File: config.mk
export PLATFORM = sky130hd
export DESIGN_NAME = led_matrix_frame_controller
export DESIGN_NICKNAME = d
export VERILOG_FILES = /design/src/hw/rtl/lmfc_pkg.sv /design/src/hw/rtl/led_matrix_frame_controller.sv /design/src/hw/rtl/lmfc_front.sv /design/src/hw/rtl/lmfc_op_queue.sv /design/src/hw/rtl/lmfc_back.sv
export SDC_FILE = /design/constraint.sdc
export NUM_CORES = 1
export LEC_CHECK = 0
export BUFFER_PORTS_ARGS = -buffer_cell sky130_fd_sc_hd__buf_2
export CORE_UTILIZATION = 50
export DETAILED_ROUTE_END_ITERATION = 10
export PLACE_DENSITY = 0.81
export SETUP_SLACK_MARGIN = 0.02
export SLEW_MARGIN = 20
export SYNTH_ARGS = -nofsm -noshare
export SYNTH_HDL_FRONTEND = slang
export SYNTH_HIERARCHICAL = 1
export SYNTH_SLANG_ARGS = --single-unit
File: constraint.sdc
create_clock -name i_clk -period 2.64 [get_ports i_clk]
set_input_delay 0.396 -clock i_clk [delete_from_list [all_inputs] [get_ports i_clk]]
set_output_delay 0.396 -clock i_clk [all_outputs]
set_load 0.03 [all_outputs]
File: src/hw/rtl/lmfc_pkg.sv
// ----------------------------------------------------------------------------
// LED matrix frame controller package
// Shared item types, command codes and register word constants.
// ----------------------------------------------------------------------------
package lmfc_pkg;

    // Host command codes as they arrive on the input channel.
    localparam logic [2:0] CMD_SET   = 3'd0;
    localparam logic [2:0] CMD_CLR   = 3'd1;
    localparam logic [2:0] CMD_FLUSH = 3'd2;
    localparam logic [2:0] CMD_INIT  = 3'd3;
    localparam logic [2:0] CMD_RAW   = 3'd4;

    // Configuration register indexes.
    localparam logic [1:0] CFG_BRIGHTNESS  = 2'd0;
    localparam logic [1:0] CFG_SCAN_LIMIT  = 2'd1;
    localparam logic [1:0] CFG_DECODE_MODE = 2'd2;

    // Configuration reset values.
    localparam logic [3:0] BRIGHTNESS_RESET  = 4'd3;
    localparam logic [2:0] SCAN_LIMIT_RESET  = 3'd7;
    localparam logic [7:0] DECODE_MODE_RESET = 8'd0;

    // Device register addresses and fixed data used by the set-up sequence.
    localparam logic [3:0] ADDR_DECODE    = 4'h9;
    localparam logic [3:0] ADDR_INTENSITY = 4'hA;
    localparam logic [3:0] ADDR_SCAN      = 4'hB;
    localparam logic [3:0] ADDR_SHUTDOWN  = 4'hC;
    localparam logic [3:0] ADDR_TEST      = 4'hF;
    localparam logic [7:0] DATA_NORMAL    = 8'h01;
    localparam logic [7:0] DATA_TEST_OFF  = 8'h00;

    // Raw row addresses that reach the display.
    localparam logic [7:0] RAW_ADDR_MIN = 8'd1;
    localparam logic [7:0] RAW_ADDR_MAX = 8'd8;

    // Word index of the final word of each run.
    localparam logic [2:0] INIT_LAST_IDX  = 3'd4;
    localparam logic [2:0] FLUSH_LAST_IDX = 3'd7;

    typedef struct packed {
        logic [2:0] cmd;
        logic       chain;
        logic [2:0] pixel_x;
        logic [2:0] pixel_y;
        logic [7:0] row_address;
        logic [7:0] row_data;
    } t_in_item;

    typedef struct packed {
        logic       target_chain;
        logic [3:0] reg_address;
        logic [7:0] reg_data;
        logic       last;
    } t_out_item;

    typedef struct packed {
        logic [3:0] brightness;
        logic [2:0] scan_limit;
        logic [7:0] decode_mode;
    } t_cfg;

    // Operation kinds that travel from the front end to the back end.
    typedef enum logic [2:0] {
        OP_SET   = 3'd0,
        OP_CLR   = 3'd1,
        OP_FLUSH = 3'd2,
        OP_INIT  = 3'd3,
        OP_RAW   = 3'd4
    } t_op_kind;

    typedef struct packed {
        t_op_kind   kind;
        logic       chain;
        logic [2:0] pixel_x;
        logic [2:0] pixel_y;
        logic [3:0] addr;
        logic [7:0] data;
    } t_op;

endpackage

File: src/hw/rtl/led_matrix_frame_controller.sv
// ----------------------------------------------------------------------------
// LED matrix frame controller
// Frame buffer for an 8x8 one-bit matrix that turns host requests into
// device register words for one of two display chains.
// ----------------------------------------------------------------------------
// Usage. Requests enter through a queue-like port: a request is taken at a
// clock edge where i_push is high and o_full is low. Register words leave the
// same way: while o_empty is low the oldest word sits on o_item and is taken
// when i_pop is high. The configuration port (i_cfg_valid, o_cfg_ready,
// i_cfg_index, i_cfg_data) is always ready and should be written only while
// the block has nothing in flight.
// A request passes through the front-end register and the operation queue
// to the back end. Pixel requests update the frame buffer as the back end
// takes them and produce no word. A flush emits eight words, init five and
// a raw row one, one word per cycle while the output register is free or
// popped; the word sequencer sets the throughput. The front end keeps
// taking requests while the operation queue has room.
// Reset clears the frame buffer, the queue and the output register, and
// restores the default configuration. When the receiver stops popping, the
// output register holds its word, the sequencer halts, the queue fills and
// o_full rises.
// ----------------------------------------------------------------------------
module led_matrix_frame_controller #(
    parameter int QUEUE_DEPTH = 4
) (
    input  logic                i_clk,
    input  logic                i_rst_n,
    input  logic                i_push,
    output logic                o_full,
    input  lmfc_pkg::t_in_item  i_item,
    output logic                o_empty,
    input  logic                i_pop,
    output lmfc_pkg::t_out_item o_item,
    input  logic                i_cfg_valid,
    output logic                o_cfg_ready,
    input  logic [1:0]          i_cfg_index,
    input  logic [7:0]          i_cfg_data
);
    import lmfc_pkg::*;

    t_cfg r_cfg;
    logic front_valid;
    t_op  front_op;
    logic queue_ready;
    logic queue_valid;
    t_op  queue_op;
    logic back_pop;

    // Configuration is accepted every cycle; unknown indexes are ignored.
    assign o_cfg_ready = 1'b1;

    always_ff @(posedge i_clk) begin
        if (!i_rst_n) begin
            r_cfg.brightness  <= BRIGHTNESS_RESET;
            r_cfg.scan_limit  <= SCAN_LIMIT_RESET;
            r_cfg.decode_mode <= DECODE_MODE_RESET;
        end else if (i_cfg_valid) begin
            case (i_cfg_index)
                CFG_BRIGHTNESS:  r_cfg.brightness  <= i_cfg_data[3:0];
                CFG_SCAN_LIMIT:  r_cfg.scan_limit  <= i_cfg_data[2:0];
                CFG_DECODE_MODE: r_cfg.decode_mode <= i_cfg_data;
                default: begin
                end
            endcase
        end
    end

    // The front end decodes requests and filters out those with no effect.
    lmfc_front u_front (
        .i_clk      (i_clk),
        .i_rst_n    (i_rst_n),
        .i_push     (i_push),
        .o_full     (o_full),
        .i_item     (i_item),
        .o_op_valid (front_valid),
        .o_op       (front_op),
        .i_op_ready (queue_ready)
    );

    // The queue lets the front end keep taking requests during a long flush.
    lmfc_op_queue #(
        .DEPTH (QUEUE_DEPTH)
    ) u_queue (
        .i_clk      (i_clk),
        .i_rst_n    (i_rst_n),
        .i_wr_valid (front_valid),
        .o_wr_ready (queue_ready),
        .i_wr_data  (front_op),
        .o_rd_valid (queue_valid),
        .i_rd_en    (back_pop),
        .o_rd_data  (queue_op)
    );

    // The back end owns the frame buffer so pixel updates stay in order
    // with the flushes around them.
    lmfc_back u_back (
        .i_clk      (i_clk),
        .i_rst_n    (i_rst_n),
        .i_op_valid (queue_valid),
        .o_op_pop   (back_pop),
        .i_op       (queue_op),
        .i_cfg      (r_cfg),
        .o_empty    (o_empty),
        .i_pop      (i_pop),
        .o_item     (o_item)
    );

endmodule

File: src/hw/rtl/lmfc_front.sv
// ----------------------------------------------------------------------------
// LED matrix frame controller front end
// Accepts host requests, drops the ones that produce nothing, and hands the
// rest to the operation queue as decoded operations.
// ----------------------------------------------------------------------------
module lmfc_front (
    input  logic              i_clk,
    input  logic              i_rst_n,
    input  logic              i_push,
    output logic              o_full,
    input  lmfc_pkg::t_in_item i_item,
    output logic              o_op_valid,
    output lmfc_pkg::t_op     o_op,
    input  logic              i_op_ready
);
    import lmfc_pkg::*;

    logic r_valid;
    t_op  r_op;
    logic keep;
    t_op  dec;

    always_comb begin
        dec.chain   = i_item.chain;
        dec.pixel_x = i_item.pixel_x;
        dec.pixel_y = i_item.pixel_y;
        dec.addr    = i_item.row_address[3:0];
        dec.data    = i_item.row_data;
        dec.kind    = OP_SET;
        keep        = 1'b1;
        case (i_item.cmd)
            CMD_SET:   dec.kind = OP_SET;
            CMD_CLR:   dec.kind = OP_CLR;
            CMD_FLUSH: dec.kind = OP_FLUSH;
            CMD_INIT:  dec.kind = OP_INIT;
            CMD_RAW: begin
                dec.kind = OP_RAW;
                // Only digit registers one through eight are reachable.
                keep = (i_item.row_address >= RAW_ADDR_MIN) &&
                       (i_item.row_address <= RAW_ADDR_MAX);
            end
            default:   keep = 1'b0;
        endcase
    end

    assign o_full     = r_valid && !i_op_ready;
    assign o_op_valid = r_valid;
    assign o_op       = r_op;

    always_ff @(posedge i_clk) begin
        if (!i_rst_n) begin
            r_valid <= 1'b0;
        end else if (i_push && !o_full) begin
            r_valid <= keep;
        end else if (i_op_ready) begin
            r_valid <= 1'b0;
        end
    end

    always_ff @(posedge i_clk) begin
        if (i_push && !o_full) begin
            r_op <= dec;
        end
    end

endmodule

File: src/hw/rtl/lmfc_op_queue.sv
// ----------------------------------------------------------------------------
// LED matrix frame controller operation queue
// Small first-in first-out store between the front and back ends.
// ----------------------------------------------------------------------------
module lmfc_op_queue #(
    parameter int DEPTH = 4
) (
    input  logic          i_clk,
    input  logic          i_rst_n,
    input  logic          i_wr_valid,
    output logic          o_wr_ready,
    input  lmfc_pkg::t_op i_wr_data,
    output logic          o_rd_valid,
    input  logic          i_rd_en,
    output lmfc_pkg::t_op o_rd_data
);
    import lmfc_pkg::*;

    localparam int PW = (DEPTH > 1) ? $clog2(DEPTH) : 1;
    localparam int CW = $clog2(DEPTH + 1);

    t_op            r_mem [DEPTH];
    logic [PW-1:0]  r_wr_ptr;
    logic [PW-1:0]  r_rd_ptr;
    logic [CW-1:0]  r_count;
    logic           wr_en;
    logic           rd_en;

    assign o_wr_ready = (r_count != CW'(DEPTH));
    assign o_rd_valid = (r_count != '0);
    assign wr_en      = i_wr_valid && o_wr_ready;
    assign rd_en      = i_rd_en && o_rd_valid;
    assign o_rd_data  = r_mem[r_rd_ptr];

    always_ff @(posedge i_clk) begin
        if (wr_en) begin
            r_mem[r_wr_ptr] <= i_wr_data;
        end
    end

    always_ff @(posedge i_clk) begin
        if (!i_rst_n) begin
            r_wr_ptr <= '0;
            r_rd_ptr <= '0;
            r_count  <= '0;
        end else begin
            if (wr_en) begin
                r_wr_ptr <= (r_wr_ptr == PW'(DEPTH - 1)) ? '0 : r_wr_ptr + 1'b1;
            end
            if (rd_en) begin
                r_rd_ptr <= (r_rd_ptr == PW'(DEPTH - 1)) ? '0 : r_rd_ptr + 1'b1;
            end
            if (wr_en && !rd_en) begin
                r_count <= r_count + 1'b1;
            end else if (rd_en && !wr_en) begin
                r_count <= r_count - 1'b1;
            end
        end
    end

endmodule

File: src/hw/rtl/lmfc_back.sv
// ----------------------------------------------------------------------------
// LED matrix frame controller back end
// Holds the frame buffer, carries out queued operations and emits register
// words into an output register, one per cycle while it is free or popped.
// ----------------------------------------------------------------------------
module lmfc_back (
    input  logic               i_clk,
    input  logic               i_rst_n,
    input  logic               i_op_valid,
    output logic               o_op_pop,
    input  lmfc_pkg::t_op      i_op,
    input  lmfc_pkg::t_cfg     i_cfg,
    output logic               o_empty,
    input  logic               i_pop,
    output lmfc_pkg::t_out_item o_item
);
    import lmfc_pkg::*;

    typedef enum logic [1:0] {
        ST_IDLE = 2'b01,
        ST_EMIT = 2'b10
    } t_state;

    t_state    r_state;
    t_op       r_op;
    logic [2:0] r_cnt;
    logic [7:0] r_fb [8];
    logic      r_out_valid;
    t_out_item r_out;
    t_out_item word;
    logic [7:0] col_bits;
    logic      emit_ok;

    assign emit_ok  = !r_out_valid || i_pop;
    assign o_op_pop = (r_state == ST_IDLE) && i_op_valid;
    assign o_empty  = !r_out_valid;
    assign o_item   = r_out;

    // Column r_cnt of the buffer: bit i comes from row i.
    always_comb begin
        for (int i = 0; i < 8; i++) begin
            col_bits[i] = r_fb[i][r_cnt];
        end
    end

    always_comb begin
        word.target_chain = r_op.chain;
        word.reg_address  = '0;
        word.reg_data     = '0;
        word.last         = 1'b0;
        case (r_op.kind)
            OP_FLUSH: begin
                word.reg_address = 4'(r_cnt) + 4'd1;
                word.reg_data    = col_bits;
                word.last        = (r_cnt == FLUSH_LAST_IDX);
            end
            OP_INIT: begin
                word.last = (r_cnt == INIT_LAST_IDX);
                case (r_cnt)
                    3'd0: begin
                        word.reg_address = ADDR_DECODE;
                        word.reg_data    = i_cfg.decode_mode;
                    end
                    3'd1: begin
                        word.reg_address = ADDR_INTENSITY;
                        word.reg_data    = 8'(i_cfg.brightness);
                    end
                    3'd2: begin
                        word.reg_address = ADDR_SCAN;
                        word.reg_data    = 8'(i_cfg.scan_limit);
                    end
                    3'd3: begin
                        word.reg_address = ADDR_SHUTDOWN;
                        word.reg_data    = DATA_NORMAL;
                    end
                    default: begin
                        word.reg_address = ADDR_TEST;
                        word.reg_data    = DATA_TEST_OFF;
                    end
                endcase
            end
            OP_RAW: begin
                word.reg_address = r_op.addr;
                word.reg_data    = r_op.data;
                word.last        = 1'b1;
            end
            default: begin
                word.last = 1'b1;
            end
        endcase
    end

    always_ff @(posedge i_clk) begin
        if (!i_rst_n) begin
            r_state     <= ST_IDLE;
            r_out_valid <= 1'b0;
            r_cnt       <= '0;
            for (int i = 0; i < 8; i++) begin
                r_fb[i] <= '0;
            end
        end else begin
            case (r_state)
                ST_IDLE: begin
                    if (i_op_valid) begin
                        if (i_op.kind == OP_SET) begin
                            r_fb[i_op.pixel_y][3'(3'd7 - i_op.pixel_x)] <= 1'b1;
                        end else if (i_op.kind == OP_CLR) begin
                            r_fb[i_op.pixel_y][3'(3'd7 - i_op.pixel_x)] <= 1'b0;
                        end else begin
                            r_state <= ST_EMIT;
                            r_cnt   <= '0;
                        end
                    end
                    if (i_pop) begin
                        r_out_valid <= 1'b0;
                    end
                end
                ST_EMIT: begin
                    if (emit_ok) begin
                        r_out_valid <= 1'b1;
                        r_cnt       <= r_cnt + 1'b1;
                        if (word.last) begin
                            r_state <= ST_IDLE;
                        end
                    end
                end
                default: begin
                    r_state <= ST_IDLE;
                end
            endcase
        end
    end

    always_ff @(posedge i_clk) begin
        if (o_op_pop) begin
            r_op <= i_op;
        end
        if (r_state == ST_EMIT && emit_ok) begin
            r_out <= word;
        end
    end

endmodule
==> tab_implementation.tex <==
\begin{tabular}{lr}
\hline
Metric & Value \\
\hline
\multicolumn{2}{l}{\textbf{Power and ir drop}} \\
Post-layout total power & 0.00959 W \\
Cell Pwr Density & 846 nW/um\^{}2 \\
Peak ir drop on the vdd network & 703 uV \\
Leakage dissipation & 3.83 nW \\
\multicolumn{2}{l}{\textbf{Clock tree}} \\
Clock transition at the registers of the reported paths & 60 ps \\
Worst-case clock buffer depth & 3 \\
Post-CTS Hold Fix Bufs & 0 \\
Worst skew pair latency & 510 ps \\
CTS tree & yes \\
Clock sinks & 235 \\
CTS Buf Count & 24 \\
Buffer type at the clock tree root & sky130\_fd\_sc\_hd\_\_clkbuf\_16 \\
CTS H-tree depth & 1 \\
\multicolumn{2}{l}{\textbf{Min path}} \\
Path category of the worst min-delay check & in -> reg \\
Beginning of the worst hold path & i\_item[18] \\
\multicolumn{2}{l}{\textbf{Setup path}} \\
Kind of end point of the critical path & register \\
Cell at the slowest stage of the critical path & sky130\_fd\_sc\_hd\_\_mux4\_2 \\
Most Frequent Cell on Critical Path & sky130\_fd\_sc\_hd\_\_nor2\_1 \\
Worst Setup Path Type & reg -> reg \\
Startpoint types & register \\
Required time of the worst setup path & 2880 ps \\
Ordered cell list for the critical path & mux4\_2, nor2\_1, buf\_4, nand4\_1, nand2b\_1, nor2\_1 \\
Largest stage delay, worst path & 550 ps \\
CP max FO & 8 \\
Critical path arrival & 2840 ps \\
\multicolumn{2}{l}{\textbf{STA}} \\
Portion of the clock cycle consumed by the worst path in the final layout & 98.3\% \\
Final Hold Slack & 56.9 ps \\
Unrepaired setup endpoints after global routing & true \\
Final Hold Fails & 0 \\
Max-slew violations & 0 \\
Worst-case setup margin in the final layout & 43.6 ps \\
Max Fclk & 385 MHz \\
Least-Margin Pin Slew & 657 ps \\
TNS Setup & 0 ps \\
Clock skew & 12.0 ps \\
Worst max-slew margin expressed relative to the limit & 56.1\% \\
Post-route minimum period & 2600 ps \\
Final setup violation count & 0 \\
\multicolumn{2}{l}{\textbf{Yosys}} \\
Sequential cell area fraction in the yosys report & 68.1\% \\
Fraction of registers with async set/reset & 0\% \\
Number of flip-flops and latches in the synthesized netlist & 235 \\
Number of enable flip-flop cells after synthesis & 204 \\
Top flip-flop cell by instance count after synthesis & sky130\_fd\_sc\_hd\_\_edfxtp\_1 \\
Synth Warn \# & 6 \\
Mapped cell area & 9900 sq um \\
Mapped Cells & 677 \\
Post-synth net total & 730 \\
Avg Cell Area, Syn & 14.6 sq um \\
Cell variety after synth & 59 \\
\multicolumn{2}{l}{\textbf{Layout}} \\
Layout-stage area growth over the synthesis result & 14.5\% \\
Count of inserted antenna diode cells & 0 \\
Share of layout cells above drive strength 1 & 22.1\% \\
Final \#Nets & 791 \\
Fillers & 1,432 \\
Area occupied by multi-input gates & 2930 sq um \\
Sequential cell area & 6750 sq um \\
\multicolumn{2}{l}{\textbf{Placed design}} \\
RePlAce Congestion & 0.788 \\
Port-buffer cells & 56 \\
DP Worst Slack & 45.8 ps \\
DPL Wire Length & 12.0 mm \\
\multicolumn{2}{l}{\textbf{Floorplan}} \\
Effective utilization at floorplan & 50.9\% \\
Number of placement rows & 51 \\
Core box area & 19,500 sq um \\
Overall die height & 143 um \\
Area enclosed by the die boundary & 20,400 sq um \\
Die extent in x & 143 um \\
I/O pin count & 58 \\
\multicolumn{2}{l}{\textbf{Job}} \\
Max cap viols & 0 \\
\multicolumn{2}{l}{\textbf{GRT}} \\
First-pass GRT wire length & 29.1 mm \\
Vias in the first global route & 5,508 \\
Largest net degree at the start of global routing & 103 \\
All-layer global routing usage & 19.0\% \\
Antenna violations before repair & 0 \\
Global route total overflow & 0 \\
\multicolumn{2}{l}{\textbf{Drt}} \\
Residual antenna-violating net count after detailed routing & 0 \\
Violation count after the first detailed-route iteration & 567 \\
Vias per cell & 5.62 \\
Number of iterations in the first detailed-routing pass & 6 \\
Via count & 5,743 \\
WL final & 19.0 mm \\
Routed wire per std cell & 18.6 um \\
Post-route DRC violation count & 0 \\
\multicolumn{2}{l}{\textbf{Outcome}} \\
Outcome & completed \\
\hline
\end{tabular}
-- final cells by class --
class	count	share of cell area, %
tap	265	2.93
clock inverter	12	1.26
sequential	235	59.5
timing repair buffer	80	4.54
multi-input combinational	387	25.8
clock buffer	32	5.56
inverter	10	0.353
-- power by group --
| group | total (W) | internal, W | switching, W |
|---|---|---|---|
| Combinational | 0.00165 | 0.000690 | 0.000965 |
| Sequential | 0.00463 | 0.00444 | 0.000194 |
| Clock | 0.00331 | 0.00197 | 0.00133 |
| Total | 0.00959 | 0.00710 | 0.00249 |
-- flip-flops by register name, indices dropped and copies added (netlist names), named ones only --
name,count
u_queue/r_mem,88
u_back/r_fb,64
u_front/o_op,22
u_back/r_op,16
r_cfg,15
u_back/o_item,14
u_back/r_cnt,3
u_queue/r_count,3
u_back/r_state,2
u_queue/r_rd_ptr,2
u_queue/r_wr_ptr,2
u_back/r_out_valid,1
u_front/o_op_valid,1
-- cells in the mapped netlist (10+ instances only) --
cell | instances | area (sq um)
sky130_fd_sc_hd__edfxtp_1 | 204 | 6130
sky130_fd_sc_hd__nor2_1 | 81 | 304
sky130_fd_sc_hd__o21ai_0 | 73 | 365
sky130_fd_sc_hd__nand2_1 | 47 | 176
sky130_fd_sc_hd__mux4_2 | 36 | 811
sky130_fd_sc_hd__dfxtp_1 | 31 | 621
sky130_fd_sc_hd__buf_2 | 21 | 105
sky130_fd_sc_hd__nor2b_1 | 20 | 125
sky130_fd_sc_hd__mux2i_1 | 18 | 180
sky130_fd_sc_hd__clkbuf_1 | 15 | 56.3
sky130_fd_sc_hd__ha_1 | 11 | 138
sky130_fd_sc_hd__nand2b_1 | 10 | 62.6
-- logic make-up after synthesis --
family                     share of synthesized area (%)
DFF                                                 68.1
and+or+nand+nor                                     10.7
AOI/OAI and AO/OA                                   6.13
muxes                                               10.5
buffers and inverters                               2.64
adders and majority gates                           1.59
xor gates and xnor gates                           0.265
other                                             0.0379
-- final timing paths --
| path | end | slack (ps) | depth (start not counted) |
|---|---|---|---|
| worst max-delay path | u_back/r_fb[2][7] | 40 | 6 |
| worst min-delay path | u_front/o_op[14] | 60 | 1 |
| worst max register to register | u_back/r_fb[2][7] | 40 | 6 |
| worst min register to register | u_back/o_item[13] | 450 | 0 |
-- through the flow --
stage,cells,util (%),cell area (sq um)
final,1021,58.2,11300
after CTS,1020,58.1,11300
after global placement,976,54.1,10500
after detailed placement,976,54.1,10500
after global routing,1021,58.2,11300
after floorplan,677,-,9920
-- cells in the final DEF (no fill, tap or decap), types with 6 or more instances in the layout --
cell,count
sky130_fd_sc_hd__nor2_1,81
sky130_fd_sc_hd__dfxtp_1,31
sky130_fd_sc_hd__inv_1,9
sky130_fd_sc_hd__nand3b_1,7
sky130_fd_sc_hd__nand2_1,47
sky130_fd_sc_hd__edfxtp_1,204
sky130_fd_sc_hd__nor2b_1,19
sky130_fd_sc_hd__mux4_2,36
sky130_fd_sc_hd__o21ai_0,72
sky130_fd_sc_hd__buf_4,19
sky130_fd_sc_hd__a222oi_1,7
sky130_fd_sc_hd__nand3_1,6
sky130_fd_sc_hd__clkbuf_1,8
sky130_fd_sc_hd__buf_2,56
sky130_fd_sc_hd__o21ai_1,6
sky130_fd_sc_hd__mux2i_1,18
sky130_fd_sc_hd__ha_1,10
sky130_fd_sc_hd__nand2b_1,10
sky130_fd_sc_hd__clkinv_1,6
sky130_fd_sc_hd__clkbuf_16,24
-- per-layer routing --
layer	global-route usage (%)	wire [um]	vias up
met2	32.1	9360	265
met4	6.11	473	0
li1	-	-	2679
met3	3.59	1340	38
met1	24.7	7790	2761
met5	0	0	-
-- timing repair --
item | CTS | global route
setup endpoints to repair | 0 | 80
buffers inserted | 0 | 1
resized for setup | 0 | 5
-- worst max-delay path: cells and delay by family (launching register included) --
family                 cells  cell delay, ps
multiplexers               1             550
buffers and inverters      1             170
flip-flops                 1             450
AND/OR/NAND/NOR            4            1160
Power figures use the tool's default switching activity.
